[config.mk]
export PLATFORM = sky130hd
export DESIGN_NAME = sensor_level_and_button_conditioner
export DESIGN_NICKNAME = d
export VERILOG_FILES = /design/src/rtl/slbc_pkg.sv /design/src/rtl/slbc_ram.sv /design/src/rtl/sensor_level_and_button_conditioner.sv
export SDC_FILE = /design/constraint.sdc
export NUM_CORES = 1
export LEC_CHECK = 0
export BUFFER_PORTS_ARGS = -buffer_cell sky130_fd_sc_hd__buf_2
export CAP_MARGIN = 20
export CORE_MARGIN = 2
export CORE_UTILIZATION = 39
export DETAILED_ROUTE_END_ITERATION = 6
export GPL_TIMING_DRIVEN = 0
export PLACE_DENSITY = 0.51
export SLEW_MARGIN = 20
export SYNTH_ARGS = -nofsm -noshare
export SYNTH_HDL_FRONTEND = slang
export SYNTH_HIERARCHICAL = 1
export SYNTH_SLANG_ARGS = --single-unit
[constraint.sdc]
create_clock -name clock -period 13.2 [get_ports clock]
set_input_delay 0.66 -clock clock [delete_from_list [all_inputs] [get_ports clock]]
set_output_delay 0.66 -clock clock [all_outputs]
set_load 0.02 [all_outputs]
[src/rtl/slbc_pkg.sv]
// Shared types, constants and the button debounce step for the sensor level
// and button conditioner. No dependencies.
`default_nettype none

package slbc_pkg;

   // Geometry and fixed field widths
   localparam int unsigned RING_DEPTH_DEF = 64;
   localparam int unsigned SAMPLE_W       = 12;
   localparam int unsigned LEVEL_W        = 4;
   localparam int unsigned TICK_W         = 8;
   localparam int unsigned CSR_ADDR_W     = 3;
   localparam int unsigned CSR_DATA_W     = 32;
   localparam int unsigned MEAN_STEP      = 512;   // mean bits 9..11 select the band

   // Register map: index taken from paddr[2]
   localparam logic REG_CONFIRM  = 1'b0;
   localparam logic REG_DEBOUNCE = 1'b1;

   localparam logic [TICK_W-1:0]  CONFIRM_RST  = 8'd100;
   localparam logic [TICK_W-1:0]  DEBOUNCE_RST = 8'd10;
   localparam logic [LEVEL_W-1:0] LEVEL_MIN    = 4'd1;
   localparam logic [LEVEL_W-1:0] LEVEL_MAX    = 4'd8;

   typedef struct packed {
      logic               sensor_report;
      logic [LEVEL_W-1:0] sensor_level;
      logic               button_a_stable;
      logic               button_b_stable;
      logic               manual_report_a;
      logic [LEVEL_W-1:0] manual_level_a;
      logic               manual_report_b;
      logic [LEVEL_W-1:0] manual_level_b;
   } result_type;

   typedef struct packed {
      logic              state;
      logic [TICK_W-1:0] count;
      logic              released;
   } debounce_type;

   // One tick of a button debouncer. The count only moves while the raw bit
   // differs from the debounced state and is cleared only when the state flips.
   function automatic debounce_type debounce_step(input logic raw,
                                                  input logic state,
                                                  input logic [TICK_W-1:0] count,
                                                  input logic [TICK_W-1:0] ticks);
      debounce_type      r;
      logic [TICK_W-1:0] cnt_inc;
      cnt_inc    = count + 8'd1;
      r.state    = state;
      r.count    = count;
      r.released = 1'b0;
      if (raw != state) begin
         if (cnt_inc > ticks) begin
            r.count    = '0;
            r.state    = raw;
            r.released = ~raw;
         end else begin
            r.count = cnt_inc;
         end
      end
      return r;
   endfunction

endpackage

`default_nettype wire

[src/rtl/slbc_ram.sv]
// Generic single-port-write, single-port-read RAM with a registered read.
// No dependencies.
`default_nettype none

module slbc_ram #(
   parameter int unsigned WIDTH = 12,
   parameter int unsigned DEPTH = 64
) (
   input  wire logic                     clock,
   input  wire logic                     wr_en,
   input  wire logic [$clog2(DEPTH)-1:0] wr_addr,
   input  wire logic [WIDTH-1:0]         wr_data,
   input  wire logic [$clog2(DEPTH)-1:0] rd_addr,
   output      logic [WIDTH-1:0]         rd_data
);

   logic [WIDTH-1:0] mem [DEPTH];

   always_ff @(posedge clock) begin
      if (wr_en) begin
         mem[wr_addr] <= wr_data;
      end
      rd_data <= mem[rd_addr];
   end

endmodule

`default_nettype wire

[src/rtl/sensor_level_and_button_conditioner.sv]
// Top level of the sensor level and button conditioner: boxcar average over
// a sample ring in RAM, level adoption, button debounce and manual level.
// Depends on slbc_pkg and slbc_ram.
`default_nettype none

// Channel   Direction  Handshake            Word
// --------  ---------  -------------------  --------------------------------------
// req_      in         req_valid/req_stall  adc_sample, button_a_raw, button_b_raw
// rsp_      out        rsp_valid/rsp_stall  sensor/button/manual level result
// csr       in/out     APB (pready = 1)     confirm_ticks @0, debounce_ticks @4
//
// One word per cycle sustained while rsp_stall stays low; a word's result is
// registered when it is accepted. The oldest ring sample is prefetched from
// the RAM (the ring position is known), so the RAM's single read port is what
// sets the rate. Reset is synchronous; after it the ring reads as zero until
// the write pointer has gone round once (a single fill flag, no clearing pass).
// A two-word output buffer takes a new word while the result ahead of it is
// still stalled; req_stall rises only when both places are full.

module sensor_level_and_button_conditioner #(
   parameter int unsigned RING_DEPTH = slbc_pkg::RING_DEPTH_DEF
) (
   input  wire logic                                clock,
   input  wire logic                                reset,
   // input words
   input  wire logic                                req_valid,
   output      logic                                req_stall,
   input  wire logic [slbc_pkg::SAMPLE_W-1:0]       req_adc_sample,
   input  wire logic                                req_button_a_raw,
   input  wire logic                                req_button_b_raw,
   // result words
   output      logic                                rsp_valid,
   input  wire logic                                rsp_stall,
   output      logic                                rsp_sensor_report,
   output      logic [slbc_pkg::LEVEL_W-1:0]        rsp_sensor_level,
   output      logic                                rsp_button_a_stable,
   output      logic                                rsp_button_b_stable,
   output      logic                                rsp_manual_report_a,
   output      logic [slbc_pkg::LEVEL_W-1:0]        rsp_manual_level_a,
   output      logic                                rsp_manual_report_b,
   output      logic [slbc_pkg::LEVEL_W-1:0]        rsp_manual_level_b,
   // configuration
   input  wire logic                                psel,
   input  wire logic                                penable,
   input  wire logic                                pwrite,
   input  wire logic [slbc_pkg::CSR_ADDR_W-1:0]     paddr,
   input  wire logic [slbc_pkg::CSR_DATA_W-1:0]     pwdata,
   output      logic [slbc_pkg::CSR_DATA_W-1:0]     prdata,
   output      logic                                pready
);

   import slbc_pkg::*;

   localparam int unsigned ADDR_W = $clog2(RING_DEPTH);
   // Largest sum is RING_DEPTH full-scale samples
   localparam int unsigned SUM_W  = $clog2(RING_DEPTH * 4095 + 1);
   localparam logic [ADDR_W-1:0] POS_LAST = ADDR_W'(RING_DEPTH - 1);

   // ---------------------------------------------------------------------------
   // Configuration registers
   // ---------------------------------------------------------------------------
   logic [TICK_W-1:0] confirm_ff, debounce_ff;
   logic              csr_wr;

   assign pready = 1'b1;
   assign csr_wr = psel & penable & pwrite;

   always_ff @(posedge clock) begin
      if (reset) begin
         confirm_ff  <= CONFIRM_RST;
         debounce_ff <= DEBOUNCE_RST;
      end else if (csr_wr) begin
         case (paddr[2])
            REG_CONFIRM:  confirm_ff  <= pwdata[TICK_W-1:0];
            REG_DEBOUNCE: debounce_ff <= pwdata[TICK_W-1:0];
            default: ;
         endcase
      end
   end

   always_comb begin
      case (paddr[2])
         REG_CONFIRM:  prdata = {{(CSR_DATA_W-TICK_W){1'b0}}, confirm_ff};
         REG_DEBOUNCE: prdata = {{(CSR_DATA_W-TICK_W){1'b0}}, debounce_ff};
         default:      prdata = '0;
      endcase
   end

   // ---------------------------------------------------------------------------
   // Handshakes and output buffer control
   // ---------------------------------------------------------------------------
   logic       out_valid_ff, skid_valid_ff;
   result_type out_ff, skid_ff, result;
   logic       accept, pop;

   assign req_stall = skid_valid_ff;
   assign accept    = req_valid & ~skid_valid_ff;
   assign pop       = out_valid_ff & ~rsp_stall;

   // ---------------------------------------------------------------------------
   // Sample ring: write the new sample at pos_ff, prefetch the next slot.
   // Read and write never hit the same entry in one cycle (depth >= 2).
   // ---------------------------------------------------------------------------
   logic [ADDR_W-1:0]   pos_ff, pos_in;
   logic                filled_ff, filled_in;
   logic [SAMPLE_W-1:0] ring_rd, oldest;
   logic [SUM_W-1:0]    sum_ff, sum_in;

   always_comb begin
      pos_in    = pos_ff;
      filled_in = filled_ff;
      if (accept) begin
         if (pos_ff == POS_LAST) begin
            pos_in    = '0;
            filled_in = 1'b1;
         end else begin
            pos_in = pos_ff + 1'b1;
         end
      end
   end

   slbc_ram #(
      .WIDTH (SAMPLE_W),
      .DEPTH (RING_DEPTH)
   ) u_ring (
      .clock   (clock),
      .wr_en   (accept),
      .wr_addr (pos_ff),
      .wr_data (req_adc_sample),
      .rd_addr (pos_in),
      .rd_data (ring_rd)
   );

   // Before the first wrap every slot read is one never written: zero.
   assign oldest = filled_ff ? ring_rd : '0;
   assign sum_in = sum_ff - SUM_W'(oldest) + SUM_W'(req_adc_sample);

   // Level band: floor(sum / (512 * depth)), 0..7, by constant thresholds
   logic [2:0]         band;
   logic [LEVEL_W-1:0] cand_level;

   always_comb begin
      band = '0;
      for (int k = 1; k < 8; k++) begin
         if (sum_in >= SUM_W'(k * MEAN_STEP * RING_DEPTH)) begin
            band = band + 3'd1;
         end
      end
      cand_level = LEVEL_MAX - {1'b0, band};
   end

   // ---------------------------------------------------------------------------
   // Level adoption. Persist count is kept on adoption, cleared on a match.
   // ---------------------------------------------------------------------------
   logic [LEVEL_W-1:0] adopted_ff, adopted_in;
   logic [TICK_W-1:0]  persist_ff, persist_in;
   logic               sensor_rep;

   always_comb begin
      adopted_in = adopted_ff;
      persist_in = persist_ff;
      sensor_rep = 1'b0;
      if (cand_level != adopted_ff) begin
         if (persist_ff < confirm_ff) begin
            persist_in = persist_ff + 8'd1;
         end else begin
            adopted_in = cand_level;
            sensor_rep = 1'b1;
         end
      end else begin
         persist_in = '0;
      end
   end

   // ---------------------------------------------------------------------------
   // Buttons and manual level. Button A is handled before button B.
   // ---------------------------------------------------------------------------
   logic              btn_a_ff, btn_b_ff;
   logic [TICK_W-1:0] cnt_a_ff, cnt_b_ff;
   logic [LEVEL_W-1:0] manual_ff, manual_in, lvl_a;
   logic               rev_ff, rev_in;
   debounce_type       db_a, db_b;

   assign db_a = debounce_step(req_button_a_raw, btn_a_ff, cnt_a_ff, debounce_ff);
   assign db_b = debounce_step(req_button_b_raw, btn_b_ff, cnt_b_ff, debounce_ff);

   always_comb begin
      manual_in = manual_ff;
      rev_in    = rev_ff;
      // A: down until 1 then reverse; reversed goes up until 8 then back
      if (db_a.released) begin
         if (!rev_in) begin
            if (manual_in <= LEVEL_MIN) begin
               manual_in = LEVEL_MIN;
               rev_in    = 1'b1;
            end else begin
               manual_in = manual_in - 4'd1;
            end
         end else begin
            if (manual_in >= LEVEL_MAX) begin
               manual_in = LEVEL_MAX;
               rev_in    = 1'b0;
            end else begin
               manual_in = manual_in + 4'd1;
            end
         end
      end
      lvl_a = manual_in;
      // B: up and saturate at 8; reversed goes down and sets reverse at 1
      if (db_b.released) begin
         if (!rev_in) begin
            if (manual_in < LEVEL_MAX) begin
               manual_in = manual_in + 4'd1;
            end else begin
               manual_in = LEVEL_MAX;
            end
         end else begin
            if (manual_in <= LEVEL_MIN) begin
               manual_in = LEVEL_MIN;
               rev_in    = 1'b1;
            end else begin
               manual_in = manual_in - 4'd1;
            end
         end
      end
   end

   always_comb begin
      result.sensor_report   = sensor_rep;
      result.sensor_level    = adopted_in;
      result.button_a_stable = db_a.state;
      result.button_b_stable = db_b.state;
      result.manual_report_a = db_a.released;
      result.manual_level_a  = lvl_a;
      result.manual_report_b = db_b.released;
      result.manual_level_b  = manual_in;
   end

   // ---------------------------------------------------------------------------
   // State registers
   // ---------------------------------------------------------------------------
   always_ff @(posedge clock) begin
      if (reset) begin
         pos_ff     <= '0;
         filled_ff  <= 1'b0;
         sum_ff     <= '0;
         adopted_ff <= LEVEL_MIN;
         persist_ff <= '0;
         btn_a_ff   <= 1'b0;
         cnt_a_ff   <= '0;
         btn_b_ff   <= 1'b0;
         cnt_b_ff   <= '0;
         manual_ff  <= LEVEL_MIN;
         rev_ff     <= 1'b0;
      end else if (accept) begin
         pos_ff     <= pos_in;
         filled_ff  <= filled_in;
         sum_ff     <= sum_in;
         adopted_ff <= adopted_in;
         persist_ff <= persist_in;
         btn_a_ff   <= db_a.state;
         cnt_a_ff   <= db_a.count;
         btn_b_ff   <= db_b.state;
         cnt_b_ff   <= db_b.count;
         manual_ff  <= manual_in;
         rev_ff     <= rev_in;
      end
   end

   // ---------------------------------------------------------------------------
   // Output buffer: head register plus one skid word
   // ---------------------------------------------------------------------------
   always_ff @(posedge clock) begin
      if (reset) begin
         out_valid_ff  <= 1'b0;
         skid_valid_ff <= 1'b0;
      end else if (!out_valid_ff || pop) begin
         if (skid_valid_ff) begin
            out_valid_ff  <= 1'b1;
            skid_valid_ff <= 1'b0;
         end else begin
            out_valid_ff <= accept;
         end
      end else if (accept) begin
         skid_valid_ff <= 1'b1;
      end
   end

   always_ff @(posedge clock) begin
      if (!out_valid_ff || pop) begin
         out_ff <= skid_valid_ff ? skid_ff : result;
      end else if (accept) begin
         skid_ff <= result;
      end
   end

   assign rsp_valid           = out_valid_ff;
   assign rsp_sensor_report   = out_ff.sensor_report;
   assign rsp_sensor_level    = out_ff.sensor_level;
   assign rsp_button_a_stable = out_ff.button_a_stable;
   assign rsp_button_b_stable = out_ff.button_b_stable;
   assign rsp_manual_report_a = out_ff.manual_report_a;
   assign rsp_manual_level_a  = out_ff.manual_level_a;
   assign rsp_manual_report_b = out_ff.manual_report_b;
   assign rsp_manual_level_b  = out_ff.manual_level_b;

endmodule

`default_nettype wire

=== Word level (Yosys, flattened, before mapping) ===
Memories as Yosys holds them, arrays and structs flattened. A register that Yosys moved wholly into a read port is not among the register bits.
Index checks and enable logic that the tools add are counted.

* Add/subtract/negate cells: 17
* Multiply operators: 0
* Divide/modulo/power cells: 0
* Magnitude comparators: 14
* Equal/unequal tests: 5
* Shift-type cells: 0
* Multiplexer cells: 43
* Bitwise operators: 10
* Reductions and logical operators: 10

{| class="wikitable"
|+ Operator list
! operator !! number
|-
| 18-bit greater-or-equal comparator (second input constant) || 4
|-
| 32-bit case mux with 2 select lines || 1
|-
| 4-bit two-way mux || 10
|-
| 18-bit by 17-bit greater-or-equal comparator with 1-bit output (second input constant) || 2
|-
| 8-bit two-way mux || 4
|-
| 8-bit by 1-bit adder with 8-bit output (second input constant) || 3
|-
| 10-bit two-way mux || 2
|-
| 18-bit by 12-bit adder with 18-bit output || 1
|-
| 3-bit by 1-bit adder with 3-bit output (second input constant) || 6
|-
| 18-bit by 16-bit greater-or-equal comparator with 1-bit output (second input constant) || 1
|-
| 3-bit two-way mux || 6
|-
| 18-bit by 12-bit subtractor with 18-bit output || 1
|-
| 17-bit two-way mux || 1
|-
| 8-bit greater-than comparator || 2
|-
| 1-bit two-way mux || 16
|-
| 2-bit AND reduction || 7
|-
| 12-bit two-way mux || 1
|-
| 6-bit two-way mux || 2
|-
| 4-bit by 1-bit adder with 4-bit output (second input constant) || 2
|-
| 4-bit by 1-bit less-or-equal comparator with 1-bit output (second input constant) || 2
|-
| 8-bit < comparator || 1
|-
| 4-bit by 1-bit subtractor with 4-bit output (second input constant) || 2
|-
| 6-bit by 1-bit adder with 6-bit output (second input constant) || 1
|-
| 6-bit equality test (second input constant) || 1
|-
| other kinds (11) || 20
|}

* Bits in registers: 112
* Latch bits: 0
* Bits in writable memories: 768
* Bits in read-only memories: 0
* Input bits: 56
* Output and inout bits: 52
* Word-level logic and storage cells: 131
* Memories: 1

{| class="wikitable"
|+ Memories
! memory !! words !! width !! read ports !! clocked after memory_dff !! wr ports !! line !! text
|-
| u_ring.mem || 64 || 12 || 1 || 1 || 1 || slbc_ram.sv:17 || <nowiki>logic [WIDTH-1:0] mem [DEPTH];</nowiki>
|}

=== Depth between registers and ports, before layout ===
Gate-level depths: netlist (run 1).

* Depth in word-level cells: 21
* Mapped depth: 39
* Gate-level depth less buffers: 38

=== By module ===
Netlist (run 1), hierarchy kept.

{| class="wikitable"
|+ Modules (own cells, without submodules)
! module !! times used !! cells each !! area an instance (µm²) !! sequential area each (µm²)
|-
| slbc_ram || 1 || 1339 || 29851.1 || 23302.3
|-
| sensor_level_and_button_conditioner || 1 || 927 || 7759.9 || 2582.5
|}

=== Worst setup path after synthesis (run 1) ===
Ideal clock, no wire load.

* Path type: input port to flip-flop
* Start point: input req_adc_sample[1] (netlist bit)
* End point: register out_ff, in the netlist rsp_sensor_level[2], data pin
* Setup time: 0.260 ns
* Data arrival time: 7.247 ns
* Data required time: 12.940 ns
* Setup slack: 5.693 ns
* Cell stages on the path: 35
* Path buffers: 1
* Cell sequence: inv_1 > fa_1 > fa_1 > nand2b_1 > a21o_1 > a31oi_2 > a211oi_1 > nor3_1 > nand2_1 > inv_1 > nand2_1 > ha_1 > clkbuf_1 > xor2_1 > ha_1 > nand2_1 > nand2_1 > ha_1 > o21ai_0 > nand3_1 > o21a_1 > ha_1 > nand2_1 > o21ai_0 > ha_1 > nand2_1 > nor3_1 > mux2i_1 > a311oi_1 > or4_1 > a21oi_2 > nor2_2 > xor2_1 > mux2_2 > mux2_2

* Word-level cells in the longest chain between the ends: 19
* Elaborated cells on any way between the ends: 26
* Those cells by class: add/sub (8); order compare (7); eq/ne (1); mux (10)

{| class="wikitable"
|+ RTL lines
! item !! line !! text
|-
| start, declared || sensor_level_and_button_conditioner.sv:28 || <nowiki>input wire logic [slbc_pkg::SAMPLE_W-1:0] req_adc_sample,</nowiki>
|-
| 18-bit by 12-bit adder with 18-bit output (*) || sensor_level_and_button_conditioner.sv:136 || <nowiki>assign sum_in = sum_ff - SUM_W'(oldest) + SUM_W'(req_adc_sample);</nowiki>
|-
| 18-bit by 16-bit greater-or-equal comparator with 1-bit output || sensor_level_and_button_conditioner.sv:145 || <nowiki>if (sum_in >= SUM_W'(k * MEAN_STEP * RING_DEPTH)) begin</nowiki>
|-
| 1-bit two-way mux || sensor_level_and_button_conditioner.sv:145 ||
|-
| 3-bit by 1-bit adder with 3-bit output || sensor_level_and_button_conditioner.sv:146 || <nowiki>band = band + 3'd1;</nowiki>
|-
| 3-bit two-way mux || sensor_level_and_button_conditioner.sv:145 ||
|-
| 3-bit by 1-bit adder with 3-bit output || sensor_level_and_button_conditioner.sv:146 ||
|-
| 3-bit two-way mux || sensor_level_and_button_conditioner.sv:145 ||
|-
| 3-bit by 1-bit adder with 3-bit output || sensor_level_and_button_conditioner.sv:146 ||
|-
| (+4 left out) || n/a ||
|-
| 3-bit two-way mux || sensor_level_and_button_conditioner.sv:145 ||
|-
| 3-bit by 1-bit adder with 3-bit output || sensor_level_and_button_conditioner.sv:146 ||
|-
| 3-bit two-way mux (*) || sensor_level_and_button_conditioner.sv:145 ||
|-
| 4-bit by 3-bit subtractor with 4-bit output (*) || sensor_level_and_button_conditioner.sv:149 || <nowiki>cand_level = LEVEL_MAX - {1'b0, band};</nowiki>
|-
| 4-bit inequality test / 4-bit two-way mux (equally long branches) || sensor_level_and_button_conditioner.sv:163, sensor_level_and_button_conditioner.sv:164 ||
|-
| 4-bit two-way mux (*) || sensor_level_and_button_conditioner.sv:163 || <nowiki>if (cand_level != adopted_ff) begin</nowiki>
|-
| net adopted_in[2] || sensor_level_and_button_conditioner.sv:155 || <nowiki>logic [LEVEL_W-1:0] adopted_ff, adopted_in;</nowiki>
|-
| 17-bit two-way mux (*) || sensor_level_and_button_conditioner.sv:291 || <nowiki>out_ff <= skid_valid_ff ? skid_ff : result;</nowiki>
|-
| end signal, assigned || sensor_level_and_button_conditioner.sv:291 ||
|-
| end, declared || sensor_level_and_button_conditioner.sv:93 || <nowiki>result_type out_ff, skid_ff, result;</nowiki>
|}

Mark *: on every way through the listed nets, which the timed path passes. The rest lies on a longest branch.
A chain may end at the register's enable or synchronous reset.

=== Final worst setup path (run 1) ===
Ends and elaborated chain as after synthesis.

==> results of run 1 <==
## area by class of cell
type                            instances  share of cell area
Buffer                                133             0.01803
Tap cell                             1265             0.03673
Timing Repair Buffer                   70             0.01179
Multi-Input combinational cell       1178              0.2527
Clock buffer                          124             0.06013
Inverter                               86            0.007491
Clock inverter                         52             0.01246
Sequential cell                       892              0.6007
## cells in the final DEF (no fill, tap or decap), types with 17 or more instances in the layout
cell,count
edfxtp_1,802
mux4_2,192
nand2_1,117
nor2_1,101
clkbuf_16,99
dfxtp_1,90
inv_1,85
clkbuf_1,84
a21oi_1,80
nor2_2,65
ha_1,58
buf_2,55
buf_4,50
o21ai_0,49
nand3_1,42
mux2i_1,36
nand2b_1,34
nor3_1,28
nor2b_1,28
conb_1,25
o22ai_1,24
mux2_2,23
xor2_1,22
a211oi_1,21
xnor2_1,21
buf_6,20
clkinv_1,19
and2_1,17
o221ai_1,17
## metal layers
layer | routed length [µm] | part of all wire | up-vias | GRT usage
li1 | - | - | 9225 | -
met1 | 42400 | 0.42 | 11060 | 0.2721
met2 | 50910 | 0.50 | 596 | 0.3550
met3 | 5397 | 0.053 | 162 | 0.03347
met4 | 2905 | 0.029 | 0 | 0.06504
met5 | 0 | 0 | - | 0
## sequential cells by signal, summed over array words and instances, names as in the netlist, 4 cells and up
signal / cells
cnt_b_ff: 8
cnt_a_ff: 8
rsp_manual_level_a: 4
persist_ff: 8
debounce_ff: 8
adopted_ff: 4
confirm_ff: 8
skid_ff: 17
rsp_sensor_level: 4
rsp_manual_level_b: 4
u_ring/rd_data: 12
manual_ff: 4
u_ring/mem: 768
sum_ff: 18
pos_ff: 6
## cell families (layout without fill, tap and decap cells)
| kind of cell | count (synthesis) | after routing |
|---|---|---|
| buffers and inverters | 219 | 465 |
| xor gates and xnor gates | 44 | 44 |
| DFF | 892 | 892 |
| adders and majority gates | 71 | 71 |
| muxes | 252 | 252 |
| AOI/OAI and AO/OA | 298 | 298 |
| and+or+nand+nor | 488 | 488 |
| other | 2 | 25 |
## Yosys cell counts, drive strengths merged (4+ instances only)
cell type  count
edfxtp       802
mux4         193
nor2         166
nand2        118
dfxtp         90
inv           85
a21oi         81
buf           68
clkbuf        65
ha            58
o21ai         50
nand3         42
mux2i         36
nand2b        34
nor3          30
nor2b         28
o22ai         24
mux2          23
xor2          22
a211oi        21
xnor2         21
and2          17
o221ai        17
a21o          15
a31oi         14
fa            12
nand4         12
a22oi         10
and3          10
a211o          8
nor3b          8
or3            8
a22o           7
o21a           7
nand3b         6
o31ai          5
a221o          4
a311oi         4
a32o           4
or2            4
## path summary, 6_finish.rpt
check | endpoint | slack [ns] | start | depth (start not counted)
hold reg to reg | sum_ff[3] | 0.46 | sum_ff[3] | 2
setup reg to reg | rsp_sensor_level[2] | 4.59 | filled_ff | 37
setup / recovery | rsp_sensor_level[2] | 4.35 | req_adc_sample[1] | 36
hold / removal | debounce_ff[3] | 0.21 | pwdata[3] | 2
## through the flow
stage	area (µm²)	setup slack, ns	cells
2_1_floorplan	37700	5.693	2289
6_report	43090	4.349	3800
3_5_place_dp	39960	3.442	3624
5_1_grt	43090	3.820	3800
3_3_place_gp	39550	3.722	3608
4_1_cts	43090	4.095	3800
## power breakdown
group | internal [W] | switching, W | total [W]
combinational | 0.000832 | 0.00120 | 0.00204
sequential | 0.00312 | 0.0000220 | 0.00314
clock | 0.00155 | 0.00111 | 0.00266
==> flow_summary.json, run 1 <==
{
  "min_period_ns": 8.851,
  "slew_headroom": 0.2576,
  "syn_area_per_cell_um2": 16.60,
  "die_x_um": 314.5,
  "synth_adder_area_share": 0.02595,
  "postSynth.asyncResetShare": 0,
  "setup_violations": 0,
  "post_cts_buffers": 0,
  "grt-ovfl-total": 0,
  "finalHoldViolations": 0,
  "grt_first_pass_wirelength_um": 148300,
  "synth_compound_area_frac": 0.05293,
  "crit_family": "adder cells",
  "seq_area_frac_synth": 0.6882,
  "drive_gt1_frac": 0.2245,
  "areaGrowthSynthToFinish_pct": 14.57,
  "grt_max_degree": 66,
  "die_h_um": 314.5,
  "holdBufCountCts": 0,
  "synth_top_area_frac": 0.6403,
  "grt_setup_unrepaired": "no",
  "grt_pass1_vias": 21420,
  "fin_util": 0.4522,
  "die_area_um2": 98940,
  "diodes": 0,
  "crit_fanout": 65,
  "cp-start-kind": "input port",
  "core_area_um2": 95290,
  "cts-buffers-inserted": 97,
  "n_fill_cell": 8356,
  "yosysUniqueCellTypes": 76,
  "synth_mux_area_frac": 0.1321,
  "drc": 0,
  "endpoint_kind": "register",
  "cts_resized": 0,
  "finalWeightedCongestion": 0.8419,
  "synth_top_family_by_area": "multiplexers",
  "initial_utilization": 0.3947,
  "cts_buffer_depth": 3,
  "maxCapViolCount": 0,
  "drt_first_pass_iters": 5,
  "cp_num_buf_inv": 4,
  "dr_total_vias": 21040,
  "finalSetupTns_ns": 0,
  "via_per_inst": 5.537,
  "synth_area_leaders": "edfxtp_1 64%, mux4_2 11%, dfxtp_1 4.8%, ha_1 1.9%, nor2_1 1.6%",
  "finClkSkew_ns": 0.06029,
  "drt_iter0_drc": 1858,
  "tritoncts": "yes",
  "fin_nets": 2584,
  "h-tree-depth": 3,
  "slowest_delay_ns": 0.74,
  "place_hpwl_um": 67030,
  "powerDensity_nw_per_um2": 181.8,
  "grt_usage": 0.2078,
  "synth-xor-area-share": 0.01061,
  "clkTransAtPathRegs_ns": 0.06,
  "synth_top_cell_by_area": "edfxtp_1",
  "cp_data_arrival_time_ns": 9.22,
  "cts.sinks": 892,
  "fin_crit_sh": 0.6706,
  "synth-edff-count": 802,
  "clk_latency_ns": 0.68,
  "synthSimpleGateAreaFrac": 0.06084,
  "wl_per_cell_um": 26.74,
  "io_pins": 108,
  "register_area_um2": 25880,
  "power_w": 0.007832,
  "ant_nets": 0,
  "rows": 113,
  "port_buffers": 54,
  "routed_wl_um": 101600,
  "ir_worst_vdd_v": 0.0002314,
  "whs_ns": 0.2135,
  "ys_warn_count": 6,
  "multi_input_area_um2": 10890,
  "critPathMostFrequentCell": "nand2_1",
  "critPathRequiredTime_ns": 13.57,
  "drv_slew": 0,
  "hold_class": "in -> reg",
  "status": "finished clean",
  "crit_path_top_delay_cell": "nor3_1",
  "syn_inst": 2266,
  "clockRootBuffer": "clkbuf_16",
  "leakagePower_nw": 14.22,
  "worst_slew_pin_slew_ns": 1.114,
  "synth-seq-cells": 892,
  "critPathKind": "in -> reg",
  "synth_ff_type": "edfxtp_1",
  "fmax_mhz": 113.0,
  "antenna_found_initial": 0,
  "synth_area_um2": 37610
}
Power figures use the tool's default switching activity.
==> run 2, diff against run 1 <==
--- a/config.mk
+++ b/config.mk
@@ -11,7 +11,7 @@
 export CORE_UTILIZATION = 39
 export DETAILED_ROUTE_END_ITERATION = 6
 export GPL_TIMING_DRIVEN = 0
-export PLACE_DENSITY = 0.51
+export PLACE_DENSITY = 0.53
 export SLEW_MARGIN = 20
 export SYNTH_ARGS = -nofsm -noshare
 export SYNTH_HDL_FRONTEND = slang
==> constraint.sdc (replaced) <==
create_clock -name clock -period 8 [get_ports clock]
set_input_delay 0.4 -clock clock [delete_from_list [all_inputs] [get_ports clock]]
set_output_delay 0.4 -clock clock [all_outputs]
set_load 0.02 [all_outputs]
==> flow_summary.json, run 2 (synthesized netlist as in run 1, its figures left out) <==
{
  "status": "finished clean",
  "areaGrowthSynthToFinish_pct": 14.77,
  "tritoncts": "yes",
  "min_period_ns": 7.657,
  "maxCapViolCount": 0,
  "drive_gt1_frac": 0.2297,
  "h-tree-depth": 3,
  "die_area_um2": 98940,
  "setup_violations": 0,
  "fmax_mhz": 130.6,
  "antenna_found_initial": 2,
  "clkTransAtPathRegs_ns": 0.07,
  "top_register": "u_ring/mem",
  "finClkSkew_ns": 0.04124,
  "drt_iter0_drc": 2097,
  "grt_max_degree": 66,
  "cts_buffer_depth": 3,
  "cp_data_arrival_time_ns": 8.18,
  "initial_utilization": 0.3947,
  "drt_first_pass_iters": 5,
  "cp-start-kind": "register",
  "routed_wl_um": 100900,
  "leakagePower_nw": 14.22,
  "reg.largest.list": "u_ring/mem (768), sum_ff (18), skid_ff (17)",
  "clockRootBuffer": "clkbuf_16",
  "dr_total_vias": 21380,
  "port_buffers": 54,
  "diodes": 0,
  "endpoint_kind": "register",
  "pre_cts_ws_ns": -1.570,
  "rows": 113,
  "n_fill_cell": 8350,
  "layout_common_cells": "802 x edfxtp_1, 192 x mux4_2, 116 x nand2_1",
  "core_area_um2": 95290,
  "final_common_cell": "edfxtp_1",
  "die_x_um": 314.5,
  "grt_setup_unrepaired": "no",
  "crit_path_top_delay_cell": "fa_1",
  "clk_latency_ns": 0.69,
  "cts.sinks": 892,
  "drv_slew": 0,
  "place_inst": 3613,
  "worst_slew_pin_slew_ns": 1.176,
  "fin_crit_sh": 0.9571,
  "grt_usage": 0.2042,
  "powerDensity_nw_per_um2": 307.0,
  "wl_per_cell_um": 26.48,
  "io_pins": 108,
  "critPathRequiredTime_ns": 8.53,
  "finalHoldViolations": 0,
  "grt_pass1_vias": 21360,
  "hold_class": "in -> reg",
  "die_h_um": 314.5,
  "grt_first_pass_wirelength_um": 146300,
  "ir_worst_vdd_v": 0.0003359,
  "slew_headroom": 0.2134,
  "crit_fanout": 10,
  "layout.cells.non_filler": 3808,
  "critPathKind": "reg -> reg",
  "drc": 0,
  "slowest_delay_ns": 0.49,
  "cts-buffers-inserted": 97,
  "layout_setup_ws_ns": 0.3431,
  "grt-ovfl-total": 0,
  "ant_nets": 0,
  "via_per_inst": 5.614,
  "finalWeightedCongestion": 0.8715,
  "fin_nets": 2588,
  "largest_reg_flops": 768,
  "place_hpwl_um": 65850
}
run 2: final timing paths:
path | start | to | slack [ns] | cells after the start
max | filled_ff | persist_ff[6] | 0.34 | 36
min | pwdata[6] | confirm_ff[6] | 0.04 | 2
max reg2reg | filled_ff | persist_ff[6] | 0.34 | 36
min reg2reg | sum_ff[2] | sum_ff[2] | 0.46 | 2
run 2: what timing repair did:
action	in CTS	in global routing
endpoints found under the setup margin	18	16
gates resized for setup	7	21
pin swaps	0	6
hold endpoints to repair	13	0
buffers inserted	0	9
hold buffers	7	0
run 2: per-stage QoR:
step           hold slack (ns)  TNS [ns]    util  total power, W  cell area (µm²)
6_report               0.03825         0  0.4530         0.01325            43170
4_1_cts               0.001980         0  0.4513         0.01302            43010
5_1_grt                0.01354         0  0.4530         0.01384            43170
3_3_place_gp            0.4386    -18.41  0.4150        0.008496            39550
2_1_floorplan           0.4319         0       -        0.007776            37700
3_5_place_dp            0.4507    -24.53  0.4177        0.008632            39800
run 2: where the power goes:
group / internal, W / total (W) / switching, W
sequential: 0.00514 / 0.00518 / 0.0000355
combinational: 0.00158 / 0.00372 / 0.00214
clock: 0.00250 / 0.00436 / 0.00185
run 2: critical path, delay by kind of cell (launching register included):
family | cells | cell delay [ns]
buffers and inverters | 4 | 0.42
flip-flops | 1 | 0.33
AND/OR/NAND/NOR | 15 | 2.06
adder cells (fa/ha/maj) | 8 | 2.62
multiplexers | 1 | 0.49
XOR/XNOR | 2 | 0.43
AO/OA/AOI/OAI | 6 | 1.15
run 2: cell type report:
| type | instances | area [µm²] | share of cell area |
|---|---|---|---|
| multi-input combinational | 1178 | 10990 | 0.2545 |
| buffer | 132 | 772.0 | 0.01788 |
| sequential | 892 | 25880 | 0.5996 |
| tap | 1265 | 1583 | 0.03667 |
| clock buffer | 120 | 2587 | 0.05994 |
| inverter | 86 | 322.8 | 0.007478 |
| timing repair buffer | 75 | 499.2 | 0.01156 |
| clock inverter | 60 | 530.5 | 0.01229 |
run 2: metal layers:
metal,routed length [µm],GRT usage,vias to the layer above,part of all wire
li1,-,-,9232,-
met5,14,0,-,0.00014
met3,5733,0.03458,180,0.057
met4,2877,0.05898,2,0.029
met2,49640,0.3445,690,0.49
met1,42580,0.2722,11270,0.42
